<file path="config.mk">
export PLATFORM = sky130hd
export DESIGN_NAME = bmc_step
export DESIGN_NICKNAME = d
export VERILOG_FILES = /design/src/rtl/core/bmc_pkg.sv /design/src/rtl/core/bmc_step.sv
export SDC_FILE = /design/constraint.sdc
export NUM_CORES = 1
export LEC_CHECK = 0
export BUFFER_PORTS_ARGS = -buffer_cell sky130_fd_sc_hd__buf_2
export CAP_MARGIN = 40
export CORE_ASPECT_RATIO = 0.5
export CORE_MARGIN = 10
export CORE_UTILIZATION = 47
export DETAILED_ROUTE_END_ITERATION = 10
export PLACE_DENSITY = 0.86
export SETUP_SLACK_MARGIN = 0.5
export SLEW_MARGIN = 20
export SYNTH_ARGS = -nofsm -noshare
export SYNTH_HDL_FRONTEND = slang
export SYNTH_SLANG_ARGS = --single-unit
</file>
<file path="constraint.sdc">
create_clock -name vclk -period 1.8
set_input_delay 0 -clock vclk [all_inputs]
set_output_delay 0 -clock vclk [all_outputs]
set_load 0.01 [all_outputs]
</file>
<file path="src/rtl/core/bmc_pkg.sv">
`default_nettype none
package bmc_pkg;

  // Stack sizing
  localparam int STACK_DEPTH  = 1024;
  localparam int ADDR_W       = (STACK_DEPTH > 1) ? $clog2(STACK_DEPTH) : 1;
  localparam int DEPTH_W      = $clog2(STACK_DEPTH + 1);
  localparam int OPEN_DEPTH_W = 11;
  localparam int KIND_W       = 2;

  // Verdict codes
  localparam logic [2:0] V_PENDING  = 3'd0;
  localparam logic [2:0] V_REJECT   = 3'd1;
  localparam logic [2:0] V_ACCEPT   = 3'd2;
  localparam logic [2:0] V_SILENT   = 3'd3;
  localparam logic [2:0] V_OVERFLOW = 3'd4;
  localparam logic [2:0] V_NONE     = 3'd0;

  // Bracket kind codes
  localparam logic [KIND_W-1:0] KIND_T    = 2'd0;
  localparam logic [KIND_W-1:0] KIND_1    = 2'd1;
  localparam logic [KIND_W-1:0] KIND_2    = 2'd2;
  localparam logic [KIND_W-1:0] KIND_NONE = 2'd3;

  // Character codes
  localparam logic [7:0] CH_OPEN_T  = 8'h54;  // 'T'
  localparam logic [7:0] CH_OPEN_1  = 8'h31;  // '1'
  localparam logic [7:0] CH_OPEN_2  = 8'h32;  // '2'
  localparam logic [7:0] CH_CLOSE_C = 8'h43;  // 'C'
  localparam logic [7:0] CH_CLOSE_9 = 8'h39;  // '9'
  localparam logic [7:0] CH_CLOSE_0 = 8'h30;  // '0'

  // Checker state held between characters
  typedef struct packed {
    logic [DEPTH_W-1:0] depth;
    logic               matched;
    logic [2:0]         failed;
    logic [KIND_W-1:0]  top;
  } bmc_state_t;

  // Stack write request
  typedef struct packed {
    logic              en;
    logic [ADDR_W-1:0] addr;
    logic [KIND_W-1:0] data;
  } bmc_wr_t;

  // One result item
  typedef struct packed {
    logic [OPEN_DEPTH_W-1:0] open_depth;
    logic [2:0]              verdict;
    logic                    final_item;
  } bmc_result_t;

endpackage
`default_nettype wire

</file>
<file path="src/rtl/core/bmc_step.sv">
`default_nettype none
module bmc_step
  import bmc_pkg::*;
(
  input  wire logic [7:0]        char_code,
  input  wire logic              is_last,
  input  wire bmc_state_t        state,
  input  wire logic [KIND_W-1:0] under,    // entry just below the stack top
  output bmc_state_t             state_nxt,
  output bmc_wr_t                wr,
  output bmc_result_t            result
);

  logic [KIND_W-1:0]                 open_kind;
  logic [KIND_W-1:0]                 close_kind;
  bmc_state_t                        proc;
  logic [2:0]                        verdict;
  logic [DEPTH_W+OPEN_DEPTH_W-1:0]   depth_ext;

  // Decode the character into opener and closer kinds
  always_comb begin
    case (char_code)
      CH_OPEN_T: open_kind = KIND_T;
      CH_OPEN_1: open_kind = KIND_1;
      CH_OPEN_2: open_kind = KIND_2;
      default:   open_kind = KIND_NONE;
    endcase
    case (char_code)
      CH_CLOSE_C: close_kind = KIND_T;
      CH_CLOSE_9: close_kind = KIND_1;
      CH_CLOSE_0: close_kind = KIND_2;
      default:    close_kind = KIND_NONE;
    endcase
  end

  // Push, pop or fail; nothing moves once a failure is recorded
  always_comb begin
    proc    = state;
    wr.en   = 1'b0;
    wr.addr = state.depth[ADDR_W-1:0];
    wr.data = open_kind;
    if (state.failed == V_NONE) begin
      if (open_kind != KIND_NONE) begin
        if (state.depth == DEPTH_W'(STACK_DEPTH)) begin
          proc.failed = V_OVERFLOW;
        end else begin
          wr.en      = 1'b1;
          proc.depth = state.depth + DEPTH_W'(1);
          proc.top   = open_kind;
        end
      end else if (state.depth == '0) begin
        proc.failed = V_REJECT;
      end else if (close_kind != KIND_NONE) begin
        proc.depth = state.depth - DEPTH_W'(1);
        proc.top   = under;
        if (state.top != close_kind) begin
          proc.failed = V_REJECT;
        end else begin
          proc.matched = 1'b1;
        end
      end
    end
  end

  // Verdict and end-of-string clearing
  always_comb begin
    if (proc.failed != V_NONE) begin
      verdict = proc.failed;
    end else if (!is_last) begin
      verdict = V_PENDING;
    end else if (proc.matched) begin
      verdict = V_ACCEPT;
    end else begin
      verdict = V_SILENT;
    end

    depth_ext         = {{OPEN_DEPTH_W{1'b0}}, proc.depth};
    result.open_depth = depth_ext[OPEN_DEPTH_W-1:0];
    result.verdict    = verdict;
    result.final_item = is_last;

    state_nxt = proc;
    if (is_last) begin
      state_nxt.depth   = '0;
      state_nxt.matched = 1'b0;
      state_nxt.failed  = V_NONE;
    end
  end

endmodule
`default_nettype wire

</file>
==> results of run 1 <==
-- kinds of logic after synthesis --
logic type,Yosys count,synth area share
simple gates,81,0.438
compound gates,46,0.277
buf+inv,27,0.129
xor+xnor,10,0.0717
mux,6,0.0635
fa+ha+maj,2,0.0205
-- stage by stage --
stage	hold WS [ns]	instances
4_1_cts	0.272	294
3_5_place_dp	0.296	277
3_3_place_gp	0.292	277
2_1_floorplan	0.0639	172
-- what timing repair did --
action                                  in CTS
resized for setup                           70
setup buffers                               17
endpoints found under the setup margin      30
pin swaps                                   45
hold buffers                                 0
==> results_dict.tcl, run 1 <==
set metrics [dict create \
    grt-worst-endpoint "state_nxt[6]" \
    syn_avg_cell_area_um2 7.11 \
    yosys-top-cells-area "nor2b_1 (7.2%), buf_4 (6.8%), xnor2_1 (5.0%)" \
    endpoint_type "primary output" \
    placed_cell_area_um2 1740 \
    row_count 12 \
    yosysTopAreaCellShare 0.0716 \
    yosysWarnings 0 \
    syn_inst 172 \
    place.gp.congestion 0.876 \
    grt_max_degree 22 \
    dp_hpwl_mm 3.86 \
    status "aborted with a tool error" \
    die-height_um 56.1 \
    synth_area_um2 1220 \
    synth_fp_nets 202 \
    die_w_um 92.1 \
    tool.error "[ERROR DPL-0038] Utilization greater than 100%, impossible to legalize" \
    pin_count 73 \
    yosysTopAreaCell "nor2b_1" \
    synth_most_common_cell "nor2b_1" \
    ys_seq_area_frac 0 \
    start_util 0.522 \
    place_ws_ns 0.0721 \
    yosys-top-cells-count "nor2b_1 (14), nor2_1 (13), buf_4 (11)" \
    lastStage "global routing (5_1_grt)" \
    synth.distinct_cells 62 \
    portBuffers 73 \
]
==> inputs of run 2 (changes only) <==
--- a/config.mk
+++ b/config.mk
@@ -7,12 +7,10 @@
 export LEC_CHECK = 0
 export BUFFER_PORTS_ARGS = -buffer_cell sky130_fd_sc_hd__buf_2
 export CAP_MARGIN = 40
-export CORE_ASPECT_RATIO = 0.5
-export CORE_MARGIN = 10
-export CORE_UTILIZATION = 47
+export CORE_AREA = 10 10 71 73
 export DETAILED_ROUTE_END_ITERATION = 10
-export PLACE_DENSITY = 0.86
-export SETUP_SLACK_MARGIN = 0.5
+export DIE_AREA = 0 0 81 83
+export PLACE_DENSITY_LB_ADDON = 0.15
 export SLEW_MARGIN = 20
 export SYNTH_ARGS = -nofsm -noshare
 export SYNTH_HDL_FRONTEND = slang
==> run 2 against run 1 <==
The flow now finishes without violations. Area after synthesis did not move. Synthesized cell count did not move.
==> results_dict.tcl, run 2 <==
set metrics [dict create \
    status "complete, no violations" \
    seq_area_um2 0 \
    min_path_type "input pin to primary output" \
    worst-path-buf-inv 3 \
    critPathMostFrequentCell "buf_2" \
    critPathLaunchType "input pin" \
    crit_chain "buf_2 > buf_4 > and4bb_2 > o211ai_2 > and2_4 > nor2_2 > a32o_2 > mux2_4 > buf_2" \
    combPwrFrac 1.000 \
    syn_avg_cell_area_um2 7.11 \
    die_area_um2 6720 \
    crit_type "input pin to primary output" \
    p_sw_uw 173 \
    cp-end-kind "primary output" \
    setup_violations 0 \
    power.internal_uw 142 \
    slowest_delay_ns 0.29 \
    via_per_inst 5.27 \
    synth_fp_nets 202 \
    nFillCells 391 \
    rsz0062_at_grt "true" \
    syn_inst 172 \
    synth_most_common_cell "nor2b_1" \
    seq_cell_count 0 \
    dp_hpwl_mm 3.83 \
    drv_cap 0 \
    power_frac_clock 0 \
    routed_wl_mm 4.59 \
    yosysWarnings 0 \
    yosys-top-cells-area "nor2b_1 (7.2%), buf_4 (6.8%), xnor2_1 (5.0%)" \
    layout-area-overhead-vs-synth_pct 49.3 \
    place_inst 298 \
    yosys-top-cells-count "nor2b_1 (14), nor2_1 (13), buf_4 (11)" \
    detail-route-antenna-nets 0 \
    period_needed_ns 1.73 \
    grt_pass1_vias 1550 \
    drt-pass1-iter-count 4 \
    pin_count 73 \
    worstPathArrival_ns 1.73 \
    final_common_cell "buf_2" \
    timing.hold.ws_ns 0.283 \
    ys_seq_area_frac 0 \
    vias 1587 \
    ir_worst_vdd_mv 0.0755 \
    synth.distinct_cells 62 \
    track_usage 0.127 \
    hold_viol 0 \
    synth_area_um2 1220 \
    die_w_um 81 \
    fin_tns_setup_ns 0 \
    fin_crit_sh 0.962 \
    antenna_found_initial 0 \
    row_count 22 \
    crit_required_ns 1.80 \
    maxSlewViolCount 0 \
    yosysTopAreaCell "nor2b_1" \
    power-per-cell-area_nw_per_um2 173 \
    critPathTopFamily "simple AND/OR/NAND/NOR gates" \
    final_layout_size_suffix_gt1_frac 0.526 \
    start_util 0.336 \
    wl_per_cell_um 15.2 \
    slew_headroom 0.749 \
    critical_path.max_fanout 6 \
    p_leak_nw 0.849 \
    portBuffers 73 \
    gr-total-overflow 0 \
    grt_max_degree 22 \
    drtIter0Drc 48 \
    swShare 0.550 \
    max_clock_freq_mhz 577 \
    antenna_cells 0 \
    critPathSlowestCell "mux2_4" \
    total_power_uw 315 \
    grt_pass1_wl_mm 7.45 \
    final_util 0.502 \
    worst_slew_pin_slew_ns 0.376 \
    nClkBuffers 0 \
    die-height_um 83 \
    seqPwrFrac 0 \
    layout_common_cells "buf_2 (72), buf_4 (29), nor2b_1 (14), nor2_1 (12), nand2_1 (9)" \
    yosysTopAreaCellShare 0.0716 \
    final_cells 301 \
    place.gp.congestion 0.858 \
    drcViolationCount 0 \
    fin_nets 285 \
    coreArea_um2 3630 \
]
-- run 2: path summary, 6_finish.rpt --
path | from | to | slack (ns) | cells past startpoint
worst min-delay path | state[10] | wr[6] | 0.28 | 2
worst max-delay path | char_code[1] | state_nxt[13] | 0.07 | 9
-- run 2: metrics by stage --
step	instance area (um^2)	setup WS, ns
floorplan	1220	0.172
finish	1830	0.0681
global route	1830	-0.00637
global placement	1710	0.0321
detailed placement	1710	0.00483
CTS	1710	0.000149
-- run 2: cell families (layout without fill, tap and decap cells) --
family,count (synthesis),after routing,share of synthesized area
AOI/OAI and AO/OA,46,46,0.277
xor gates and xnor gates,10,10,0.0717
adders and majority gates,2,2,0.0205
buffers and inverters,27,108,0.129
muxes,6,6,0.0635
and+or+nand+nor,81,81,0.438
-- run 2: power by group through the flow --
stage          registers [mW]  clock network (mW)  logic (mW)
3_3_place_gp                0                   0       0.302
2_1_floorplan               0                   0       0.164
3_5_place_dp                0                   0       0.301
4_1_cts                     0                   0       0.303
6_report                    0                   0       0.315
5_1_grt                     0                   0       0.349
-- run 2: metal layers --
layer,wire length [um],vias to the layer above,GRT usage
met5,0,-,0
met4,34,0,0.00313
met3,428,2,0.0334
met2,2090,60,0.207
met1,2040,729,0.168
li1,-,796,-
-- run 2: layout make-up --
cell class         instances  area (um^2)  share of cell area
repair buffers           102          589               0.323
well taps                 48         60.1              0.0329
inverters                  6         22.5              0.0123
multi-input cells        145         1150               0.632
-- run 2: repair_timing --
item                                   4_1_cts  5_1_grt
buffers inserted                             0        3
endpoints found under the hold margin        0        0
gates resized for setup                      0       17
setup endpoints to repair                    0       19
hold buffers                                 0        0
Power figures use the tool's default switching activity.
==> inputs of run 3 (changes only) <==
--- a/config.mk
+++ b/config.mk
@@ -10,7 +10,8 @@
 export CORE_AREA = 10 10 71 73
 export DETAILED_ROUTE_END_ITERATION = 10
 export DIE_AREA = 0 0 81 83
-export PLACE_DENSITY_LB_ADDON = 0.15
+export PLACE_DENSITY = 0.62
+export SETUP_SLACK_MARGIN = 0.4
 export SLEW_MARGIN = 20
 export SYNTH_ARGS = -nofsm -noshare
 export SYNTH_HDL_FRONTEND = slang
==> run 3 against run 2 <==
First-iteration DRC count grew to 3.3 times the previous value. Worst setup slack better by 0.082 ns. Die area unchanged. Global-route usage is 2.7 points higher. Total power up 26%. Combinational power grew 26%. Wire length increased by 23%. Clock-buffer cell count is the same. Critical path type unchanged. Critical endpoint is now result[1]. Highest routed layer unchanged.
==> results_dict.tcl, run 3 (synthesized netlist as in run 2, its figures left out) <==
set metrics [dict create \
    ir_worst_vdd_mv 0.0693 \
    critPathSlowestCell "nor4b_4" \
    min_path_type "input pin to primary output" \
    drv_cap 0 \
    final_layout_size_suffix_gt1_frac 0.663 \
    drcViolationCount 0 \
    ctsHoldBuffers 0 \
    critPathTopFamily "compound AO/OA/AOI/OAI gates" \
    p_sw_uw 204 \
    portBuffers 73 \
    detail-route-antenna-nets 0 \
    final_common_cell "buf_2" \
    final_util 0.627 \
    place.gp.congestion 0.864 \
    power.internal_uw 194 \
    critical_path.max_fanout 4 \
    die-height_um 83 \
    wl_per_cell_um 18.1 \
    seq_area_um2 0 \
    hold_viol 0 \
    grt_pass1_wl_mm 8.82 \
    gr-total-overflow 0 \
    layout_common_cells "buf_2 (54), buf_4 (30), buf_6 (24), nor2_1 (11), nor2b_1 (9)" \
    antenna_cells 0 \
    track_usage 0.153 \
    critPathLaunchType "input pin" \
    crit_required_ns 1.80 \
    swShare 0.513 \
    crit_type "input pin to primary output" \
    pin_count 73 \
    worst-path-buf-inv 3 \
    cp-end-kind "primary output" \
    seqPwrFrac 0 \
    combPwrFrac 1.000 \
    vias 1744 \
    die_area_um2 6720 \
    die_w_um 81 \
    period_needed_ns 1.65 \
    maxSlewViolCount 0 \
    worstPathArrival_ns 1.65 \
    routed_wl_mm 5.64 \
    coreArea_um2 3630 \
    max_clock_freq_mhz 606 \
    setup_violations 0 \
    status "complete, no violations" \
    drtIter0Drc 157 \
    slowest_delay_ns 0.31 \
    rsz0062_at_grt "true" \
    fin_nets 296 \
    crit_chain "buf_8 > nor4b_4 > nand3_2 > buf_6 > a21o_1 > a211oi_4 > o21ai_2 > a41o_1 > buf_2" \
    fin_tns_setup_ns 0 \
    stdcell_area_um2 2280 \
    fin_crit_sh 0.917 \
    slew_headroom 0.644 \
    worst_slew_pin_slew_ns 0.534 \
    power-per-cell-area_nw_per_um2 174 \
    power_frac_clock 0 \
    layout-area-overhead-vs-synth_pct 86.5 \
    seq_cell_count 0 \
    nClkBuffers 0 \
    drt-pass1-iter-count 4 \
    via_per_inst 5.59 \
    grt_max_degree 22 \
    start_util 0.336 \
    p_leak_nw 1.04 \
    grt_pass1_vias 1804 \
    placed_cell_area_um2 1710 \
    antenna_found_initial 0 \
    row_count 22 \
    dp_hpwl_mm 3.97 \
]
[run 3: cell count changes in the layout (fill, tap and decap cells not counted), moves of 3 or more]
| cell | previous run | this run |
|---|---|---|
| nor2b_4 | 0 | 3 |
| xnor2_1 | 6 | 3 |
| buf_6 | 1 | 24 |
| buf_8 | 0 | 4 |
| xnor2_2 | 1 | 4 |
| nor2b_1 | 14 | 9 |
| o21ai_0 | 5 | 2 |
| buf_2 | 72 | 54 |
[run 3: metrics by stage]
stage                     cells  hold WS [ns]  worst slack [ns]  total power [mW]
after floorplan             172        0.0649             0.364             0.189
after global placement      288         0.290            0.0241             0.311
after global routing        312         0.307            0.0632             0.431
after CTS                   305         0.294             0.147             0.365
final                       312         0.296             0.150             0.398
after detailed placement    288         0.290           -0.0110             0.313
[run 3: layer usage]
metal | GRT usage | wire length (um) | up-vias | share of wire
met5 | 0 | 0 | - | 0
met4 | 0.0329 | 133 | 0 | 0.024
met3 | 0.0280 | 428 | 14 | 0.076
met2 | 0.263 | 2830 | 78 | 0.50
met1 | 0.190 | 2240 | 834 | 0.40
li1 | - | - | 818 | -
[run 3: cell type report]
type / count / area [um^2]
timing repair buffer: 113 / 846
tap: 48 / 60.1
multi-input combinational: 145 / 1350
fill: 332 / 1350
inverter: 6 / 22.5
[run 3: final timing paths]
check | slack (ns) | end | cells after the start | start
min | 0.30 | wr[11] | 2 | state[15]
max | 0.15 | result[1] | 9 | char_code[4]
[run 3: what timing repair did]
action,in CTS,in global routing
pin swaps,40,18
setup buffers,17,7
cloned,0,0
endpoints found under the setup margin,29,29
gates resized for setup,63,28
[run 3: power groups by stage]
stage                     Sequential (mW)  Clock (mW)  Combinational, mW
after global placement                  0           0              0.311
after global routing                    0           0              0.431
after floorplan                         0           0              0.189
after detailed placement                0           0              0.313
final                                   0           0              0.398
after CTS                               0           0              0.365
==> inputs of run 4 (changes only) <==
--- a/config.mk
+++ b/config.mk
@@ -11,7 +11,7 @@
 export DETAILED_ROUTE_END_ITERATION = 10
 export DIE_AREA = 0 0 81 83
 export PLACE_DENSITY = 0.62
-export SETUP_SLACK_MARGIN = 0.4
+export SETUP_SLACK_MARGIN = 0.3
 export SLEW_MARGIN = 20
 export SYNTH_ARGS = -nofsm -noshare
 export SYNTH_HDL_FRONTEND = slang
==> run 4 against run 3 <==
Total power decreased by 7.2%. Hold slack got worse by 0.0087 ns. Non-clock buffer count unchanged. Combinational power decreased by 7.3%. Via count decreased by 7.1%. Cell area decreased by 4.9%. Sequential cell count unchanged. Worst setup slack got worse by 0.062 ns. Die area unchanged. First-iteration DRC count decreased by 71%. Largest cell class unchanged. Highest routed layer unchanged.
==> results_dict.tcl, run 4 (synthesized netlist as in run 2, its figures left out) <==
set metrics [dict create \
    status "complete, no violations" \
    critPathLaunchType "input pin" \
    portBuffers 73 \
    fin_crit_sh 0.951 \
    track_usage 0.132 \
    grt_pass1_wl_mm 7.71 \
    coreArea_um2 3630 \
    slowest_delay_ns 0.34 \
    slew_headroom 0.721 \
    grt_pass1_vias 1633 \
    place_inst 295 \
    met3_usage 0.0216 \
    antenna_found_initial 0 \
    row_count 22 \
    place.gp.congestion 0.851 \
    ir_worst_vdd_mv 0.0936 \
    ctsHoldBuffers 0 \
    placed_cell_area_um2 1700 \
    seq_cell_count 0 \
    worst_slew_pin_slew_ns 0.419 \
    antenna_cells 0 \
    top_usage_layer "met2" \
    via_per_inst 5.19 \
    grt_util_met1 0.165 \
    gr-total-overflow 0 \
    vias 1620 \
    die-height_um 83 \
    maxSlewViolCount 0 \
    routed_wl_mm 4.90 \
    period_needed_ns 1.71 \
    critPathLaunch "char_code[2]" \
    crit_chain "buf_8 > buf_6 > and2b_1 > nand3b_1 > o31ai_4 > buf_4 > buf_6 > o21ai_4 > a221o_1 > buf_2" \
    critical_path.max_fanout 7 \
    worstPathArrival_ns 1.71 \
    final_layout_size_suffix_gt1_frac 0.617 \
    fin_tns_setup_ns 0 \
    power-per-cell-area_nw_per_um2 170 \
    final_cells 312 \
    max_clock_freq_mhz 584 \
    drtIter0Drc 45 \
    drcViolationCount 0 \
    grt_max_degree 22 \
    crit_end "state_nxt[1]" \
    dp_hpwl_mm 3.75 \
    fin_nets 296 \
    min_path_type "input pin to primary output" \
    rsz0062_at_grt "true" \
    crit_required_ns 1.80 \
    stdcell_area_um2 2170 \
    crit_type "input pin to primary output" \
    gr-usage-met2 0.236 \
    die_w_um 81 \
    nClkBuffers 0 \
    pin_count 73 \
    min_path_cells 2 \
    drt-pass1-iter-count 4 \
    layout-area-overhead-vs-synth_pct 77.3 \
    final_common_cell "buf_2" \
    hold_viol 0 \
    critPathMostFrequentCell "buf_6" \
    critPathSlowestCell "o31ai_4" \
    p_leak_nw 0.990 \
    layout_common_cells "buf_2 (58), buf_4 (35), buf_6 (17), nor2b_1 (13), nor2_1 (12)" \
    start_util 0.336 \
    total_power_uw 369 \
    seq_area_um2 0 \
    detail-route-antenna-nets 0 \
    setup_violations 0 \
    wl_per_cell_um 15.7 \
    cp-end-kind "primary output" \
    die_area_um2 6720 \
    drv_cap 0 \
]
run 4: cell types whose count changed in the layout (fill, tap and decap cells not counted), moves of 2 or more:
cell / before / now
nor2b_4: 3 / 1
nor2_4: 1 / 3
nor2_2: 3 / 0
o21ai_1: 3 / 1
buf_2: 54 / 58
inv_2: 2 / 0
buf_4: 30 / 35
nor2b_1: 9 / 13
nor2b_2: 2 / 0
buf_6: 24 / 17
inv_1: 4 / 6
nor3_1: 2 / 4
run 4: area by class of cell:
| type | instances | area, um^2 |
|---|---|---|
| fillers | 336 | 1470 |
| multi-input cells | 145 | 1290 |
| repair buffers | 113 | 790 |
| well taps | 48 | 60.1 |
| inverters | 6 | 22.5 |
run 4: stage by stage:
stage                util  worst slack, ns  hold WS [ns]
global placement    0.467         -0.00788         0.290
floorplan               -            0.300        0.0801
detailed placement  0.467          -0.0756         0.290
finish              0.596           0.0878         0.287
global route        0.596           0.0249         0.303
CTS                 0.553            0.129         0.290
run 4: worst min-delay path by stage:
stage	slack (ns)	to	from
floorplan	0.08	result[11]	state[13]
global placement	0.29	wr[6]	state[10]
detailed placement	0.29	wr[6]	state[10]
CTS	0.29	wr[6]	state[10]
global route	0.30	wr[6]	state[10]
finish	0.29	wr[6]	state[10]
run 4: worst max-delay path, delay by kind of cell:
family | cells | cell delay [ns]
and+or+nand+nor | 2 | 0.36
AOI/OAI and AO/OA | 3 | 0.70
buffers and inverters | 5 | 0.65
run 4: power by group:
part           internal, mW  leakage (nW)  switching (mW)
logic                 0.179         0.990           0.190
clock network             0             0               0
registers                 0             0               0
total                 0.179         0.990           0.190
run 4: repair_timing:
| item | 4_1_cts | 5_1_grt |
|---|---|---|
| pin swaps | 35 | 24 |
| setup endpoints to repair | 27 | 29 |
| cloned | 0 | 0 |
| hold endpoints to repair | 0 | 0 |
| setup buffers | 7 | 10 |
| gates resized for setup | 57 | 20 |
run 4: routing by layer:
layer	up-vias	wire, um
li1	818	-
met1	746	2070
met2	54	2430
met3	2	373
met4	0	34
met5	-	0
